$ cat src/hdl/aws_pkg.sv
// Shared types, constants and helpers of the autoshutdown window scheduler.
package aws_pkg;

  localparam int unsigned AddrW              = 5;
  localparam int unsigned DataW              = 32;
  localparam int unsigned MinsPerDay         = 1440;
  localparam int unsigned SecsPerDay         = 86400;
  localparam int unsigned LifetimeSecs       = 7 * 365 * SecsPerDay;
  localparam int unsigned DefaultBoardDate   = 804582000;
  localparam int unsigned WakeGuard          = 180;
  localparam int unsigned RetryWait          = 300;
  localparam int unsigned DefaultCycleLimit  = 10000;
  localparam int unsigned DefaultGraceCycles = DefaultCycleLimit / 10;
  localparam int unsigned DefaultSpan        = DefaultCycleLimit - DefaultGraceCycles;
  // floor(x / 10) == (x * Div10Mult) >> Div10Shift for any 20-bit x
  localparam int unsigned Div10Mult          = 838861;
  localparam int unsigned Div10Shift         = 23;

  typedef enum logic [2:0] {
    RegShutdownEnable   = 3'd0,
    RegIdleMinutes      = 3'd1,
    RegWindowStartMin   = 3'd2,
    RegWindowFinishMin  = 3'd3,
    RegScriptCheck      = 3'd4,
    RegAutowake         = 3'd5,
    RegWearBudget       = 3'd6,
    RegCycleLimit       = 3'd7
  } aws_reg_e;

  typedef enum logic [2:0] {
    OutDisabled  = 3'd0,
    OutOutside   = 3'd1,
    OutBusy      = 3'd2,
    OutWearHold  = 3'd3,
    OutWakeNear  = 3'd4,
    OutPowerOff  = 3'd5
  } aws_outcome_e;

  typedef struct packed {
    logic        shutdown_enable;
    logic [15:0] idle_minutes;
    logic [10:0] window_start_min;
    logic [10:0] window_finish_min;
    logic        script_check_enable;
    logic        autowake_enable;
    logic        wear_budget_enable;
    logic [19:0] cycle_limit;
    logic [16:0] grace_cycles;
    logic [19:0] span_cycles;
  } aws_cfg_t;

  typedef struct packed {
    logic [31:0]        now_time;
    logic [31:0]        day_begin;
    logic signed [31:0] kbd_idle;
    logic signed [31:0] mouse_idle;
    logic signed [31:0] system_idle;
    logic [30:0]        since_resume;
    logic [30:0]        script_idle;
    logic [19:0]        cycle_count;
    logic               cycle_count_known;
    logic [31:0]        board_date;
    logic               board_date_known;
  } aws_item_t;

  typedef struct packed {
    logic        enabled;
    logic        in_window;
    logic        busy;
    logic        wear_quick_ok;
    logic        passed_neg;
    logic [51:0] prod_budget;
    logic [47:0] prod_need;
    logic        autowake;
    logic        too_near;
    logic [31:0] wake_time;
    logic [31:0] next_pre;
    logic [31:0] next_wear;
    logic [31:0] next_near;
    logic [31:0] next_poff;
  } aws_mid_t;

  typedef struct packed {
    logic [31:0]  next_check;
    logic         power_off;
    logic         alarm_set;
    logic [31:0]  alarm_time;
    aws_outcome_e outcome;
  } aws_res_t;

  function automatic logic [31:0] sat32(input logic signed [35:0] v);
    logic [31:0] r;
    if (v < 0) begin
      r = '0;
    end else if (v > 36'sh0FFFFFFFF) begin
      r = '1;
    end else begin
      r = v[31:0];
    end
    return r;
  endfunction

  function automatic logic [10:0] mod_day(input logic [10:0] m);
    logic [10:0] r;
    if (m >= 11'(MinsPerDay)) begin
      r = m - 11'(MinsPerDay);
    end else begin
      r = m;
    end
    return r;
  endfunction

endpackage

$ cat src/hdl/aws_if.sv
// Valid/ready channel interfaces for evaluation words and result words.
interface aws_in_if;
  logic               valid;
  logic               ready;
  logic [31:0]        now_time;
  logic [31:0]        day_begin;
  logic signed [31:0] kbd_idle;
  logic signed [31:0] mouse_idle;
  logic signed [31:0] system_idle;
  logic [30:0]        since_resume;
  logic [30:0]        script_idle;
  logic [19:0]        cycle_count;
  logic               cycle_count_known;
  logic [31:0]        board_date;
  logic               board_date_known;

  modport source (
    output valid, now_time, day_begin, kbd_idle, mouse_idle, system_idle,
           since_resume, script_idle, cycle_count, cycle_count_known,
           board_date, board_date_known,
    input  ready
  );
  modport sink (
    input  valid, now_time, day_begin, kbd_idle, mouse_idle, system_idle,
           since_resume, script_idle, cycle_count, cycle_count_known,
           board_date, board_date_known,
    output ready
  );
endinterface

interface aws_out_if;
  logic        valid;
  logic        ready;
  logic [31:0] next_check;
  logic        power_off;
  logic        alarm_set;
  logic [31:0] alarm_time;
  logic [2:0]  outcome;

  modport source (
    output valid, next_check, power_off, alarm_set, alarm_time, outcome,
    input  ready
  );
  modport sink (
    input  valid, next_check, power_off, alarm_set, alarm_time, outcome,
    output ready
  );
endinterface

$ cat src/hdl/aws_cfg.sv
// APB configuration registers with derived wear-budget constants.
module aws_cfg (
  input  logic                      clk_i,
  input  logic                      rst_ni,
  input  logic                      psel,
  input  logic                      penable,
  input  logic                      pwrite,
  input  logic [aws_pkg::AddrW-1:0] paddr,
  input  logic [aws_pkg::DataW-1:0] pwdata,
  output logic [aws_pkg::DataW-1:0] prdata,
  output logic                      pready,
  output aws_pkg::aws_cfg_t         cfg_o
);

  logic        shutdown_enable_q;
  logic [15:0] idle_minutes_q;
  logic [10:0] window_start_min_q;
  logic [10:0] window_finish_min_q;
  logic        script_check_enable_q;
  logic        autowake_enable_q;
  logic        wear_budget_enable_q;
  logic [19:0] cycle_limit_q;
  logic [16:0] grace_cycles_q, grace_cycles_d;
  logic [19:0] span_cycles_q, span_cycles_d;
  logic [39:0] div_prod;
  logic        wr_en;
  aws_pkg::aws_reg_e idx;

  assign pready = 1'b1;
  assign wr_en  = psel && penable && pwrite;
  assign idx    = aws_pkg::aws_reg_e'(paddr[4:2]);

  // derived from the written limit so they change together with it
  assign div_prod       = 40'(pwdata[19:0]) * 40'(aws_pkg::Div10Mult);
  assign grace_cycles_d = div_prod[aws_pkg::Div10Shift +: 17];
  assign span_cycles_d  = pwdata[19:0] - 20'(grace_cycles_d);

  always_ff @(posedge clk_i or negedge rst_ni) begin
    if (!rst_ni) begin
      shutdown_enable_q     <= 1'b0;
      idle_minutes_q        <= '0;
      window_start_min_q    <= '0;
      window_finish_min_q   <= '0;
      script_check_enable_q <= 1'b0;
      autowake_enable_q     <= 1'b0;
      wear_budget_enable_q  <= 1'b0;
      cycle_limit_q         <= 20'(aws_pkg::DefaultCycleLimit);
      grace_cycles_q        <= 17'(aws_pkg::DefaultGraceCycles);
      span_cycles_q         <= 20'(aws_pkg::DefaultSpan);
    end else begin
      if (wr_en) begin
        case (idx)
          aws_pkg::RegShutdownEnable:  shutdown_enable_q     <= pwdata[0];
          aws_pkg::RegIdleMinutes:     idle_minutes_q        <= pwdata[15:0];
          aws_pkg::RegWindowStartMin:  window_start_min_q    <= pwdata[10:0];
          aws_pkg::RegWindowFinishMin: window_finish_min_q   <= pwdata[10:0];
          aws_pkg::RegScriptCheck:     script_check_enable_q <= pwdata[0];
          aws_pkg::RegAutowake:        autowake_enable_q     <= pwdata[0];
          aws_pkg::RegWearBudget:      wear_budget_enable_q  <= pwdata[0];
          aws_pkg::RegCycleLimit: begin
            cycle_limit_q  <= pwdata[19:0];
            grace_cycles_q <= grace_cycles_d;
            span_cycles_q  <= span_cycles_d;
          end
          default: ;
        endcase
      end
    end
  end

  always_comb begin
    case (idx)
      aws_pkg::RegShutdownEnable:  prdata = 32'(shutdown_enable_q);
      aws_pkg::RegIdleMinutes:     prdata = 32'(idle_minutes_q);
      aws_pkg::RegWindowStartMin:  prdata = 32'(window_start_min_q);
      aws_pkg::RegWindowFinishMin: prdata = 32'(window_finish_min_q);
      aws_pkg::RegScriptCheck:     prdata = 32'(script_check_enable_q);
      aws_pkg::RegAutowake:        prdata = 32'(autowake_enable_q);
      aws_pkg::RegWearBudget:      prdata = 32'(wear_budget_enable_q);
      aws_pkg::RegCycleLimit:      prdata = 32'(cycle_limit_q);
      default:                     prdata = '0;
    endcase
  end

  assign cfg_o.shutdown_enable     = shutdown_enable_q;
  assign cfg_o.idle_minutes        = idle_minutes_q;
  assign cfg_o.window_start_min    = window_start_min_q;
  assign cfg_o.window_finish_min   = window_finish_min_q;
  assign cfg_o.script_check_enable = script_check_enable_q;
  assign cfg_o.autowake_enable     = autowake_enable_q;
  assign cfg_o.wear_budget_enable  = wear_budget_enable_q;
  assign cfg_o.cycle_limit         = cycle_limit_q;
  assign cfg_o.grace_cycles        = grace_cycles_q;
  assign cfg_o.span_cycles         = span_cycles_q;

endmodule

$ cat src/hdl/aws_eval.sv
// Window, idle and wear-product evaluation stage with its pipeline register.
module aws_eval (
  input  logic               clk_i,
  input  logic               rst_ni,
  input  aws_pkg::aws_cfg_t  cfg_i,
  input  logic               valid_i,
  input  aws_pkg::aws_item_t item_i,
  output logic               ready_o,
  output logic               valid_o,
  output aws_pkg::aws_mid_t  mid_o,
  input  logic               ready_i
);

  logic               valid_q;
  aws_pkg::aws_mid_t  mid_q, mid_d;

  logic [16:0]        start_off, finish_off;
  logic signed [35:0] now_x, s_x, f_x, need_x, wake_x, next_out_x, next_busy_x;
  logic signed [35:0] poff_wait_x;
  logic [21:0]        need;
  logic signed [31:0] least, least_a, least_b, least_r, script_min;
  logic signed [32:0] nt1, nt2, nt;
  logic [31:0]        began;
  logic               use_default;

  always_comb begin
    start_off  = 17'(aws_pkg::mod_day(cfg_i.window_start_min)) * 17'd60;
    finish_off = 17'(aws_pkg::mod_day(cfg_i.window_finish_min)) * 17'd60;
    now_x      = $signed({4'b0, item_i.now_time});
    s_x        = $signed({4'b0, item_i.day_begin}) + $signed({19'b0, start_off});
    f_x        = $signed({4'b0, item_i.day_begin}) + $signed({19'b0, finish_off});

    need   = 22'(cfg_i.idle_minutes) * 22'd60;
    need_x = $signed({14'b0, need});

    least_a = (item_i.kbd_idle < item_i.mouse_idle) ? item_i.kbd_idle : item_i.mouse_idle;
    least_b = (item_i.system_idle < least_a) ? item_i.system_idle : least_a;
    least_r = $signed({1'b0, item_i.since_resume});
    least   = (least_r < least_b) ? least_r : least_b;
    script_min = ($signed({1'b0, item_i.script_idle}) < least) ?
                 $signed({1'b0, item_i.script_idle}) : least;
    nt1 = $signed({11'b0, need}) - $signed({least[31], least});
    nt2 = $signed({11'b0, need}) - $signed({script_min[31], script_min});
    nt  = (nt1 <= 0 && cfg_i.script_check_enable) ? nt2 : nt1;

    next_busy_x = now_x + $signed({{3{nt[32]}}, nt});
    next_out_x  = (s_x < f_x && now_x >= f_x) ? s_x + 36'(aws_pkg::SecsPerDay) : s_x;
    wake_x      = (now_x < f_x) ? f_x : f_x + 36'(aws_pkg::SecsPerDay);
    poff_wait_x = (need_x > 36'(aws_pkg::RetryWait)) ? need_x : 36'(aws_pkg::RetryWait);

    use_default = !item_i.board_date_known || (item_i.board_date > item_i.now_time);
    began       = use_default ? 32'(aws_pkg::DefaultBoardDate) : item_i.board_date;

    mid_d.enabled   = cfg_i.shutdown_enable;
    mid_d.in_window = (s_x < f_x && now_x >= s_x && now_x < f_x) ||
                      (s_x >= f_x && (now_x < f_x || now_x >= s_x));
    mid_d.busy      = nt > 0;
    mid_d.wear_quick_ok = !cfg_i.wear_budget_enable || !item_i.cycle_count_known ||
                          (item_i.cycle_count <= 20'(cfg_i.grace_cycles));
    mid_d.passed_neg  = began > item_i.now_time;
    mid_d.prod_budget = 52'(item_i.now_time - began) * 52'(cfg_i.span_cycles);
    mid_d.prod_need   = 48'(item_i.cycle_count) * 48'(aws_pkg::LifetimeSecs);
    mid_d.autowake    = cfg_i.autowake_enable;
    // wake may lie behind now when now is more than a day past day_begin
    mid_d.too_near    = (wake_x - now_x) < $signed(36'(aws_pkg::WakeGuard));
    mid_d.wake_time   = aws_pkg::sat32(wake_x);
    mid_d.next_pre    = aws_pkg::sat32(mid_d.in_window ? next_busy_x : next_out_x);
    mid_d.next_wear   = aws_pkg::sat32(now_x + 36'(aws_pkg::RetryWait));
    mid_d.next_near   = aws_pkg::sat32(now_x + 36'(aws_pkg::WakeGuard));
    mid_d.next_poff   = aws_pkg::sat32(now_x + poff_wait_x);
  end

  assign ready_o = !valid_q || ready_i;

  always_ff @(posedge clk_i or negedge rst_ni) begin
    if (!rst_ni) begin
      valid_q <= 1'b0;
    end else if (ready_o) begin
      valid_q <= valid_i;
    end
  end

  always_ff @(posedge clk_i) begin
    if (ready_o && valid_i) begin
      mid_q <= mid_d;
    end
  end

  assign valid_o = valid_q;
  assign mid_o   = mid_q;

endmodule

$ cat src/hdl/aws_resolve.sv
// Wear budget compare, outcome selection and result register.
module aws_resolve (
  input  logic              clk_i,
  input  logic              rst_ni,
  input  logic              valid_i,
  input  aws_pkg::aws_mid_t mid_i,
  output logic              ready_o,
  output logic              valid_o,
  output aws_pkg::aws_res_t res_o,
  input  logic              ready_i
);

  logic              valid_q;
  aws_pkg::aws_res_t res_q, res_d;
  logic              wear_ok;

  always_comb begin
    wear_ok = mid_i.wear_quick_ok ||
              (!mid_i.passed_neg && ({4'b0, mid_i.prod_need} <= mid_i.prod_budget));
    res_d.next_check = '0;
    res_d.power_off  = 1'b0;
    res_d.alarm_set  = 1'b0;
    res_d.alarm_time = '0;
    res_d.outcome    = aws_pkg::OutDisabled;
    if (!mid_i.enabled) begin
      res_d.outcome = aws_pkg::OutDisabled;
    end else if (!mid_i.in_window) begin
      res_d.outcome    = aws_pkg::OutOutside;
      res_d.next_check = mid_i.next_pre;
    end else if (mid_i.busy) begin
      res_d.outcome    = aws_pkg::OutBusy;
      res_d.next_check = mid_i.next_pre;
    end else if (!wear_ok) begin
      res_d.outcome    = aws_pkg::OutWearHold;
      res_d.next_check = mid_i.next_wear;
    end else if (mid_i.autowake && mid_i.too_near) begin
      res_d.outcome    = aws_pkg::OutWakeNear;
      res_d.next_check = mid_i.next_near;
    end else begin
      res_d.outcome    = aws_pkg::OutPowerOff;
      res_d.power_off  = 1'b1;
      res_d.next_check = mid_i.next_poff;
      res_d.alarm_set  = mid_i.autowake;
      res_d.alarm_time = mid_i.autowake ? mid_i.wake_time : '0;
    end
  end

  assign ready_o = !valid_q || ready_i;

  always_ff @(posedge clk_i or negedge rst_ni) begin
    if (!rst_ni) begin
      valid_q <= 1'b0;
    end else if (ready_o) begin
      valid_q <= valid_i;
    end
  end

  always_ff @(posedge clk_i) begin
    if (ready_o && valid_i) begin
      res_q <= res_d;
    end
  end

  assign valid_o = valid_q;
  assign res_o   = res_q;

endmodule

$ cat src/hdl/autoshutdown_window_scheduler.sv
// Top level of the autoshutdown window scheduler.
//
// Usage: each word on in_i is one shutdown evaluation (current time, start of
// day, idle readings, power-cycle and board-date readings). For every word the
// block returns exactly one result word on out_o: next check time, power-off
// and alarm requests with the alarm time, and an outcome code.
// Configuration goes through the APB port (register i at byte address 4*i)
// and must be written only while no evaluation is in flight (not enforced).
// Path: each accepted word passes the input register, the evaluation register
// and the result register, in that order.
// Throughput: one word per cycle while out_o.ready is high; the multipliers of
// the wear budget sit in the evaluation stage with a register behind them.
// Stall: each stage holds its word while the stage after it is full and not
// draining, so up to three words are held while out_o.ready is low; in_i.ready
// drops only once all three are occupied.
// Reset: all stages empty, registers at their defaults (cycle limit 10000);
// the budget values derived from the cycle limit are updated with its write.
module autoshutdown_window_scheduler (
  input  logic                      clk_i,
  input  logic                      rst_ni,
  aws_in_if.sink                    in_i,
  aws_out_if.source                 out_o,
  input  logic                      psel,
  input  logic                      penable,
  input  logic                      pwrite,
  input  logic [aws_pkg::AddrW-1:0] paddr,
  input  logic [aws_pkg::DataW-1:0] pwdata,
  output logic [aws_pkg::DataW-1:0] prdata,
  output logic                      pready
);

  aws_pkg::aws_cfg_t  cfg;
  aws_pkg::aws_item_t item_q, item_d;
  aws_pkg::aws_mid_t  mid;
  aws_pkg::aws_res_t  res;
  logic               in_valid_q;
  logic               eval_ready, mid_valid, res_ready, res_valid;

  aws_cfg u_cfg (
    .clk_i   (clk_i),
    .rst_ni  (rst_ni),
    .psel    (psel),
    .penable (penable),
    .pwrite  (pwrite),
    .paddr   (paddr),
    .pwdata  (pwdata),
    .prdata  (prdata),
    .pready  (pready),
    .cfg_o   (cfg)
  );

  assign item_d.now_time          = in_i.now_time;
  assign item_d.day_begin         = in_i.day_begin;
  assign item_d.kbd_idle          = in_i.kbd_idle;
  assign item_d.mouse_idle        = in_i.mouse_idle;
  assign item_d.system_idle       = in_i.system_idle;
  assign item_d.since_resume      = in_i.since_resume;
  assign item_d.script_idle       = in_i.script_idle;
  assign item_d.cycle_count       = in_i.cycle_count;
  assign item_d.cycle_count_known = in_i.cycle_count_known;
  assign item_d.board_date        = in_i.board_date;
  assign item_d.board_date_known  = in_i.board_date_known;

  assign in_i.ready = !in_valid_q || eval_ready;

  always_ff @(posedge clk_i or negedge rst_ni) begin
    if (!rst_ni) begin
      in_valid_q <= 1'b0;
    end else if (in_i.ready) begin
      in_valid_q <= in_i.valid;
    end
  end

  always_ff @(posedge clk_i) begin
    if (in_i.ready && in_i.valid) begin
      item_q <= item_d;
    end
  end

  aws_eval u_eval (
    .clk_i   (clk_i),
    .rst_ni  (rst_ni),
    .cfg_i   (cfg),
    .valid_i (in_valid_q),
    .item_i  (item_q),
    .ready_o (eval_ready),
    .valid_o (mid_valid),
    .mid_o   (mid),
    .ready_i (res_ready)
  );

  aws_resolve u_resolve (
    .clk_i   (clk_i),
    .rst_ni  (rst_ni),
    .valid_i (mid_valid),
    .mid_i   (mid),
    .ready_o (res_ready),
    .valid_o (res_valid),
    .res_o   (res),
    .ready_i (out_o.ready)
  );

  assign out_o.valid      = res_valid;
  assign out_o.next_check = res.next_check;
  assign out_o.power_off  = res.power_off;
  assign out_o.alarm_set  = res.alarm_set;
  assign out_o.alarm_time = res.alarm_time;
  assign out_o.outcome    = res.outcome;

  a_backpressure_only : assert property (@(posedge clk_i) disable iff (!rst_ni)
    !in_i.ready |-> (out_o.valid && !out_o.ready))
    else $error("input stalled without output backpressure");

  a_alarm_with_poff : assert property (@(posedge clk_i) disable iff (!rst_ni)
    (out_o.valid && out_o.alarm_set) |-> out_o.power_off)
    else $error("alarm requested without power off");

  a_poff_outcome : assert property (@(posedge clk_i) disable iff (!rst_ni)
    out_o.valid |-> (out_o.power_off == (out_o.outcome == aws_pkg::OutPowerOff)))
    else $error("power off flag disagrees with outcome");

  a_disabled_zero : assert property (@(posedge clk_i) disable iff (!rst_ni)
    (out_o.valid && out_o.outcome == aws_pkg::OutDisabled) |->
    (out_o.next_check == '0 && !out_o.alarm_set))
    else $error("disabled result carries a schedule");

endmodule

$ cat src/flat_wrapper.sv
// flat-port wrapper written by rule: the top's interface ports become plain ports
module autoshutdown_window_scheduler_flat 
  (clk_i, rst_ni, psel, penable, pwrite, paddr, pwdata, prdata, pready, in_i_valid, in_i_now_time, in_i_day_begin, in_i_kbd_idle, in_i_mouse_idle, in_i_system_idle, in_i_since_resume, in_i_script_idle, in_i_cycle_count, in_i_cycle_count_known, in_i_board_date, in_i_board_date_known, in_i_ready, out_o_valid, out_o_next_check, out_o_power_off, out_o_alarm_set, out_o_alarm_time, out_o_outcome, out_o_ready);
  aws_in_if in_i_i ();
  aws_out_if out_o_i ();
  input  logic clk_i;
  input  logic rst_ni;
  input  logic psel;
  input  logic penable;
  input  logic pwrite;
  input  logic [aws_pkg::AddrW-1:0] paddr;
  input  logic [aws_pkg::DataW-1:0] pwdata;
  output logic [aws_pkg::DataW-1:0] prdata;
  output logic pready;
  input wire logic [$bits(in_i_i.valid)-1:0] in_i_valid;
  input wire logic [$bits(in_i_i.now_time)-1:0] in_i_now_time;
  input wire logic [$bits(in_i_i.day_begin)-1:0] in_i_day_begin;
  input wire logic [$bits(in_i_i.kbd_idle)-1:0] in_i_kbd_idle;
  input wire logic [$bits(in_i_i.mouse_idle)-1:0] in_i_mouse_idle;
  input wire logic [$bits(in_i_i.system_idle)-1:0] in_i_system_idle;
  input wire logic [$bits(in_i_i.since_resume)-1:0] in_i_since_resume;
  input wire logic [$bits(in_i_i.script_idle)-1:0] in_i_script_idle;
  input wire logic [$bits(in_i_i.cycle_count)-1:0] in_i_cycle_count;
  input wire logic [$bits(in_i_i.cycle_count_known)-1:0] in_i_cycle_count_known;
  input wire logic [$bits(in_i_i.board_date)-1:0] in_i_board_date;
  input wire logic [$bits(in_i_i.board_date_known)-1:0] in_i_board_date_known;
  output wire logic [$bits(in_i_i.ready)-1:0] in_i_ready;
  output wire logic [$bits(out_o_i.valid)-1:0] out_o_valid;
  output wire logic [$bits(out_o_i.next_check)-1:0] out_o_next_check;
  output wire logic [$bits(out_o_i.power_off)-1:0] out_o_power_off;
  output wire logic [$bits(out_o_i.alarm_set)-1:0] out_o_alarm_set;
  output wire logic [$bits(out_o_i.alarm_time)-1:0] out_o_alarm_time;
  output wire logic [$bits(out_o_i.outcome)-1:0] out_o_outcome;
  input wire logic [$bits(out_o_i.ready)-1:0] out_o_ready;
  assign in_i_i.valid = in_i_valid;
  assign in_i_i.now_time = in_i_now_time;
  assign in_i_i.day_begin = in_i_day_begin;
  assign in_i_i.kbd_idle = in_i_kbd_idle;
  assign in_i_i.mouse_idle = in_i_mouse_idle;
  assign in_i_i.system_idle = in_i_system_idle;
  assign in_i_i.since_resume = in_i_since_resume;
  assign in_i_i.script_idle = in_i_script_idle;
  assign in_i_i.cycle_count = in_i_cycle_count;
  assign in_i_i.cycle_count_known = in_i_cycle_count_known;
  assign in_i_i.board_date = in_i_board_date;
  assign in_i_i.board_date_known = in_i_board_date_known;
  assign in_i_ready = in_i_i.ready;
  assign out_o_valid = out_o_i.valid;
  assign out_o_next_check = out_o_i.next_check;
  assign out_o_power_off = out_o_i.power_off;
  assign out_o_alarm_set = out_o_i.alarm_set;
  assign out_o_alarm_time = out_o_i.alarm_time;
  assign out_o_outcome = out_o_i.outcome;
  assign out_o_i.ready = out_o_ready;
  autoshutdown_window_scheduler u_core (.clk_i(clk_i), .rst_ni(rst_ni), .in_i(in_i_i), .out_o(out_o_i), .psel(psel), .penable(penable), .pwrite(pwrite), .paddr(paddr), .pwdata(pwdata), .prdata(prdata), .pready(pready));
endmodule
$ cat config.mk
export PLATFORM = sky130hd
export DESIGN_NAME = autoshutdown_window_scheduler_flat
export DESIGN_NICKNAME = d
export VERILOG_FILES = /design/src/hdl/aws_pkg.sv /design/src/hdl/aws_if.sv /design/src/hdl/aws_cfg.sv /design/src/hdl/aws_eval.sv /design/src/hdl/aws_resolve.sv /design/src/hdl/autoshutdown_window_scheduler.sv /design/src/flat_wrapper.sv
export SDC_FILE = /design/constraint.sdc
export NUM_CORES = 2
export LEC_CHECK = 0
export ABC_AREA = 1
export CAP_MARGIN = 20
export CORE_MARGIN = 4
export CORE_UTILIZATION = 65
export DETAILED_ROUTE_END_ITERATION = 8
export DONT_BUFFER_PORTS = 1
export GPL_TIMING_DRIVEN = 0
export PLACE_DENSITY = 0.85
export SLEW_MARGIN = 25
export SYNTH_ARGS = -nofsm -noshare
export SYNTH_HDL_FRONTEND = slang
export SYNTH_HIERARCHICAL = 1
export SYNTH_SLANG_ARGS = --single-unit
$ cat constraint.sdc
create_clock -name clk_i -period 27.4 [get_ports clk_i]
set_input_delay 5.48 -clock clk_i [delete_from_list [all_inputs] [get_ports clk_i]]
set_output_delay 5.48 -clock clk_i [all_outputs]
set_load 0.01 [all_outputs]
After elaboration in Yosys (flattened, before gate mapping)
Index checks and enable logic that the tools add are counted.

word-level totals
  bits in registers = 707
  input port bits = 320

cells by class
  multiplexer cells = 28
  magnitude comparators = 29
  equal/unequal tests = 7
  bitwise gates (word level) = 4
  multipliers = 6
  reduce and logical (&&, ||, !) cells = 41
  add/subtract/negate cells = 15

operator list
  cell                      count
  $mux W32                  15
  $pmux W32 S8              1
  $lt A32 B32 Y1            4
  $mux W34                  3
  $gt A33 B32 Y1 const B    3
  $lt A33 B1 Y1 const B     3
  $add A33 B17 Y34 const B  2
  $add A32 B17 Y33          2
  $ge A32 B33 Y1            2
  $sub A23 B32 Y33          2
  $gt A32 B32 Y1            2
  $le A48 B52 Y1            1
  $mul A33 B21 Y52          1
  $mul A20 B21 Y41 const B  1
  $mul A20 B20 Y40 const B  1
  $gt A36 B33 Y1 const B    1
  $lt A36 B1 Y1 const B     1
  $mux W36                  1
  $lt A35 B9 Y1 const B     1
  $sub A34 B32 Y35          1
  $add A33 B33 Y34          1
  $gt A34 B32 Y1 const B    1
  $lt A34 B1 Y1 const B     1
  $add A32 B22 Y33          1
  other kinds (32)          78

Logic depth before layout (Yosys ltp)
  depth after elaboration = 14
  gate-level depth with buffers = 120

By module
Netlist, hierarchy kept.

modules (own cells, without submodules)
  module                         times used  cells each  area an instance (um^2)
  aws_eval                       1           7,551       60,579.4
  aws_cfg                        1           1,765       13,748.2
  autoshutdown_window_scheduler  1           282         8,333.0
  aws_resolve                    1           636         5,193.7

Least setup slack after synthesis
No wires, ideal clock.

  path type = input to register
  start = input out_o_ready
  end = register u_core/item_q[0] in the netlist's numbering, enable pin
  setup time = 1,004 ps
  data required time = 26,396 ps
  path slack = 7,485 ps
  path buffers = 0
  cell stages on the path = 6
  data arrival time = 18,911 ps
  cells stage by stage = inv_1 nand2_1 inv_1 nand2_1 inv_1 a21oi_1

on the way
  cells in the longest elaborated chain, start to end = 4

ends and longest elaborated chain
  what                   line                                 text
  from (decl)            flat_wrapper.sv:34                   input wire logic [$bits(out_o_i.ready)-1:0] out_o_ready;
  $logic_or A1 B1 Y1     aws_resolve.sv:48                    assign ready_o = !valid_q || ready_i;
  net u_core.res_ready   autoshutdown_window_scheduler.sv:37  logic eval_ready, mid_valid, res_ready, res_valid;
  $logic_or A1 B1 Y1     aws_eval.sv:73                       assign ready_o = !valid_q || ready_i;
  net u_core.eval_ready  autoshutdown_window_scheduler.sv:37
  $logic_or A1 B1 Y1     autoshutdown_window_scheduler.sv:64  assign in_i.ready = !in_valid_q || eval_ready;
  $logic_and A1 B1 Y1    autoshutdown_window_scheduler.sv:75  if (in_i.ready && in_i.valid) begin
  to (signal assigned)   autoshutdown_window_scheduler.sv:76  item_q <= item_d;
  to (decl)              autoshutdown_window_scheduler.sv:33  aws_pkg::aws_item_t item_q, item_d;

The timed path passes the listed nets, and every way through them passes these cells.
A chain may end at the register's enable or synchronous reset.

Worst setup path in the final report
  start = register u_core/item_q[201] in the netlist's numbering
  end = register u_core.u_eval.mid_q (netlist bit u_core/u_eval/mid_o[109]) (data pin)

on the way
  cells in the longest elaborated chain, start to end = 14
  elaborated cells on any way between the ends = 18
  classes of those cells = 3 x add/sub; 7 x order compare; 7 x mux; 1 x reduce/logical

ends and longest elaborated chain
  what                                                            line                            text
  $lt A32 B32 Y1                                                  aws_eval.sv:36                  least_a = (item_i.kbd_idle < item_i.mouse_idle) ? item_i.kbd_idle : item_i.mouse_idle;
  $mux W32 (*)                                                    aws_eval.sv:36
  $lt A32 B32 Y1                                                  aws_eval.sv:37                  least_b = (item_i.system_idle < least_a) ? item_i.system_idle : least_a;
  $mux W32 (*)                                                    aws_eval.sv:37
  $lt A32 B32 Y1                                                  aws_eval.sv:39                  least = (least_r < least_b) ? least_r : least_b;
  $mux W32 (*)                                                    aws_eval.sv:39
  $lt A32 B32 Y1 / $sub A23 B32 Y33 (equally long branches)       aws_eval.sv:40, aws_eval.sv:42
  $mux W32 / $le A33 B1 Y1 (equally long branches)                aws_eval.sv:40, aws_eval.sv:44
  $sub A23 B32 Y33 / $logic_and A1 B1 Y1 (equally long branches)  aws_eval.sv:43, aws_eval.sv:44
  $mux W33 (*)                                                    aws_eval.sv:44                  nt = (nt1 <= 0 && cfg_i.script_check_enable) ? nt2 : nt1;
  $add A33 B33 Y34 (*)                                            aws_eval.sv:46                  next_busy_x = now_x + $signed({{3{nt[32]}}, nt});
  $mux W36 (*)                                                    aws_eval.sv:67                  mid_d.next_pre = aws_pkg::sat32(mid_d.in_window ? next_busy_x : next_out_x);
  $gt A36 B33 Y1                                                  aws_pkg.sv:95                   end else if (v > 36'sh0FFFFFFFF) begin
  $mux W32                                                        aws_pkg.sv:95
  to (signal assigned)                                            aws_eval.sv:85                  mid_q <= mid_d;
  to (decl)                                                       aws_eval.sv:15                  aws_pkg::aws_mid_t mid_q, mid_d;

Mark *: on every way between the ends. The rest lies on a longest branch, timed or not.

==> summary.txt <==
STA
  – Worst setup margin: 8110 ps
  – Final setup viols: 0
  – Worst slew pin tran: 1190 ps
  – Worst Skew: 50.5 ps
  – Period utilization: 0.704
  – Setup TNS: 0 ps
  – Maximum clock frequency: 0.0518 GHz
  – Final hold violations: 0
  – Slew Limit Fails: 0
  – RSZ-0062 raised after global routing: false
  – Slew HR: 0.205
  – Final Critical Period: 19290 ps

Worst setup path
  – Critical path class: flip-flop to flip-flop
  – CP top delay family: compound AO/OA/AOI/OAI gates
  – CP required: 27850 ps
  – Crit path capture type: flip-flop
  – Arr. time, crit path: 19740 ps
  – Buf/Inv on CP: 16
  – Critical path fanouts, max: 10
  – Startpoint types: flip-flop
  – CP startpoint: u_core/item_q[201]
  – Reg-to-reg startpoint: u_core/item_q[201]
  – Crit-path most repeated cell: nand2_1
  – CP peak stage delay: 860 ps
  – CP max-delay cell: o21ai_0

Clock tree
  – Total clock buffers created by CTS: 78
  – Clock Root Buffer: clkbuf_16
  – Clock Pin Slew Worst Setup and Hold Paths: 60 ps
  – Hold buffer count at cts: 0
  – Clock sinks: 707
  – CTS tree: done
  – Post-cts gate resize count: 0
  – CTS max path bufs: 3
  – H-Tree Depth: 3
  – Clk Latency, worst-skew pair: 720 ps
  – Total setup buffers inserted after CTS: 0

Global route
  – Grt ovf: 0
  – Vias in the first global route: 74400
  – First-pass GRT wire length: 449000 um
  – GRT Util Overall: 0.426
  – Initial antenna violation count: 45
  – Largest net degree at the start of global routing: 103

Yosys
  – Post-synthesis sequential area ratio: 0.236
  – Syn avg cell area: 8.58 um^2
  – Asr flop ratio synth: 0.144
  – Ys Warns: 6
  – Synth Register Bits: 707
  – Post-Syn Instances: 10200
  – Mapped Area: 87900 um^2
  – Synth Flop Type: edfxtp_1
  – Post-synth EDFFs: 605
  – Synth unique cells: 70

Floorplan
  – Rows: 134
  – Die Area: 141000 um^2
  – Die height: 376 um
  – Placeable Area: 134000 um^2
  – Starting density of the core: 0.657
  – Num ports: 424
  – Die width: 376 um

Route
  – Routed Antenna Nets: 0
  – Vias/cell: 6.01
  – Drt wl/cell: 24.5 um
  – DR vias: 73500
  – DRC violations left: 0
  – Routed WL: 299000 um
  – Drt first pass iters: 9
  – Initial DRC count: 8341

Min path
  – HP Class: flip-flop to flip-flop
  – Min-delay src: u_core/u_cfg/grace_cycles_q[1]

Final layout
  – Area grow syn2layout: 6.55%
  – Most frequent cells in the layout: nand2_1, inv_1, ha_1
  – FILL cells: 10300
  – Layout cells sized above 1: 0.0419
  – Commonest non-fill, non-tap cell in the layout: nand2_1
  – Design area: 93600 um^2
  – Area of the multi-input gates: 58500 um^2
  – Total area of sequential cells: 20700 um^2
  – Nets: 12700

Outcome
  – Status: finished clean

Placed design
  – Dpl ws: 8930 ps
  – # port buffers: 0
  – GPL Wtd Cong: 1.06
  – DP Area: 91000 um^2
  – Hpwl dp: 249000 um

Run
  – Max-Cap Viols: 0
[state kept, by name, summed over array words and instances, names as in the netlist]
name,flops
u_core/in_valid_q,1
u_core/item_q,276
u_core/u_cfg/autowake_enable_q,1
u_core/u_cfg/cycle_limit_q,20
u_core/u_cfg/grace_cycles_q,17
u_core/u_cfg/idle_minutes_q,16
u_core/u_cfg/script_check_enable_q,1
u_core/u_cfg/shutdown_enable_q,1
u_core/u_cfg/span_cycles_q,20
u_core/u_cfg/wear_budget_enable_q,1
u_core/u_cfg/window_finish_min_q,11
u_core/u_cfg/window_start_min_q,11
u_core/u_eval/mid_o,260
u_core/u_eval/valid_o,1
u_core/u_resolve/res_o,69
u_core/u_resolve/valid_o,1
[cell type report]
class | instances | area share
sequential | 707 | 0.222
inverter | 2039 | 0.0818
clock inverter | 49 | 0.00488
buffer | 236 | 0.0117
tap | 1768 | 0.0236
multi-input combinational | 7269 | 0.625
timing repair buffer | 32 | 0.00906
clock buffer | 94 | 0.0222
antenna | 26 | 0.000695
[Yosys cell counts, types with 31 or more instances]
library cell	number	area share
inv_1	2015	0.086
dfrtp_1	86	0.024
or2_2	63	0.0045
nor2_1	688	0.029
nand2_2	45	0.0032
nand4_1	64	0.0046
ha_1	1115	0.16
o21ai_1	31	0.0018
edfxtp_1	605	0.21
o21bai_1	31	0.0026
fa_1	940	0.21
a21oi_1	536	0.031
xor2_1	312	0.031
nor3_1	84	0.0048
nand3_1	394	0.022
nor4_1	33	0.0023
xnor2_1	113	0.011
nor2_2	52	0.0037
mux2i_1	32	0.0036
nand3b_1	31	0.0026
a31oi_1	48	0.0034
o21ai_0	363	0.021
nand2_1	2058	0.088
clkbuf_1	177	0.0076
[worst register-to-register path: cells and delay by family (launching register included)]
| kind | cells | cell delay, ps |
|---|---|---|
| compound gates | 34 | 8040 |
| simple gates | 29 | 3620 |
| flops | 1 | 460 |
| buf+inv | 16 | 4160 |
| fa+ha+maj | 8 | 2650 |
| xor+xnor | 1 | 130 |
[path summary, 6_finish.rpt]
kind,to,slack (ps),depth (start not counted)
min in group asynchronous,u_core/u_cfg/idle_minutes_q[15],4450,0
hold reg to reg,u_core/u_cfg/grace_cycles_q[1],490,2
hold / removal,u_core/u_cfg/grace_cycles_q[1],490,2
setup reg to reg,u_core/u_eval/mid_o[109],8110,88
max in group asynchronous,u_core/u_cfg/grace_cycles_q[8],22680,0
setup / recovery,u_core/u_eval/mid_o[109],8110,88
[metrics by stage]
stage | hold slack, ps | std cells | utilization
after floorplan | 447 | 10300 | -
after global placement | 467 | 12000 | 0.674
after detailed placement | 474 | 12100 | 0.680
after CTS | 489 | 12200 | 0.699
after global routing | 520 | 12200 | 0.699
final | 487 | 12200 | 0.700
[cells by family after synthesis]
kind of cell / share of synthesized area
compound gates: 0.0743
xor+xnor: 0.0424
fa+ha+maj: 0.373
buf+inv: 0.0996
flops: 0.236
mux: 0.00365
other cells: 0.000128
simple gates: 0.171
[routing by layer]
layer  wire length [um]  vias up  global-route usage
met5                243        -                   0
met3              36900     1010               0.132
met2             128000     4478               0.641
met1             113000    35100               0.546
li1                   -    32800                   -
met4              21300       36               0.248
Power is left out: the tool's default activity adds up to more than one toggle a clock period on the data nets, which glitch-free logic cannot reach.
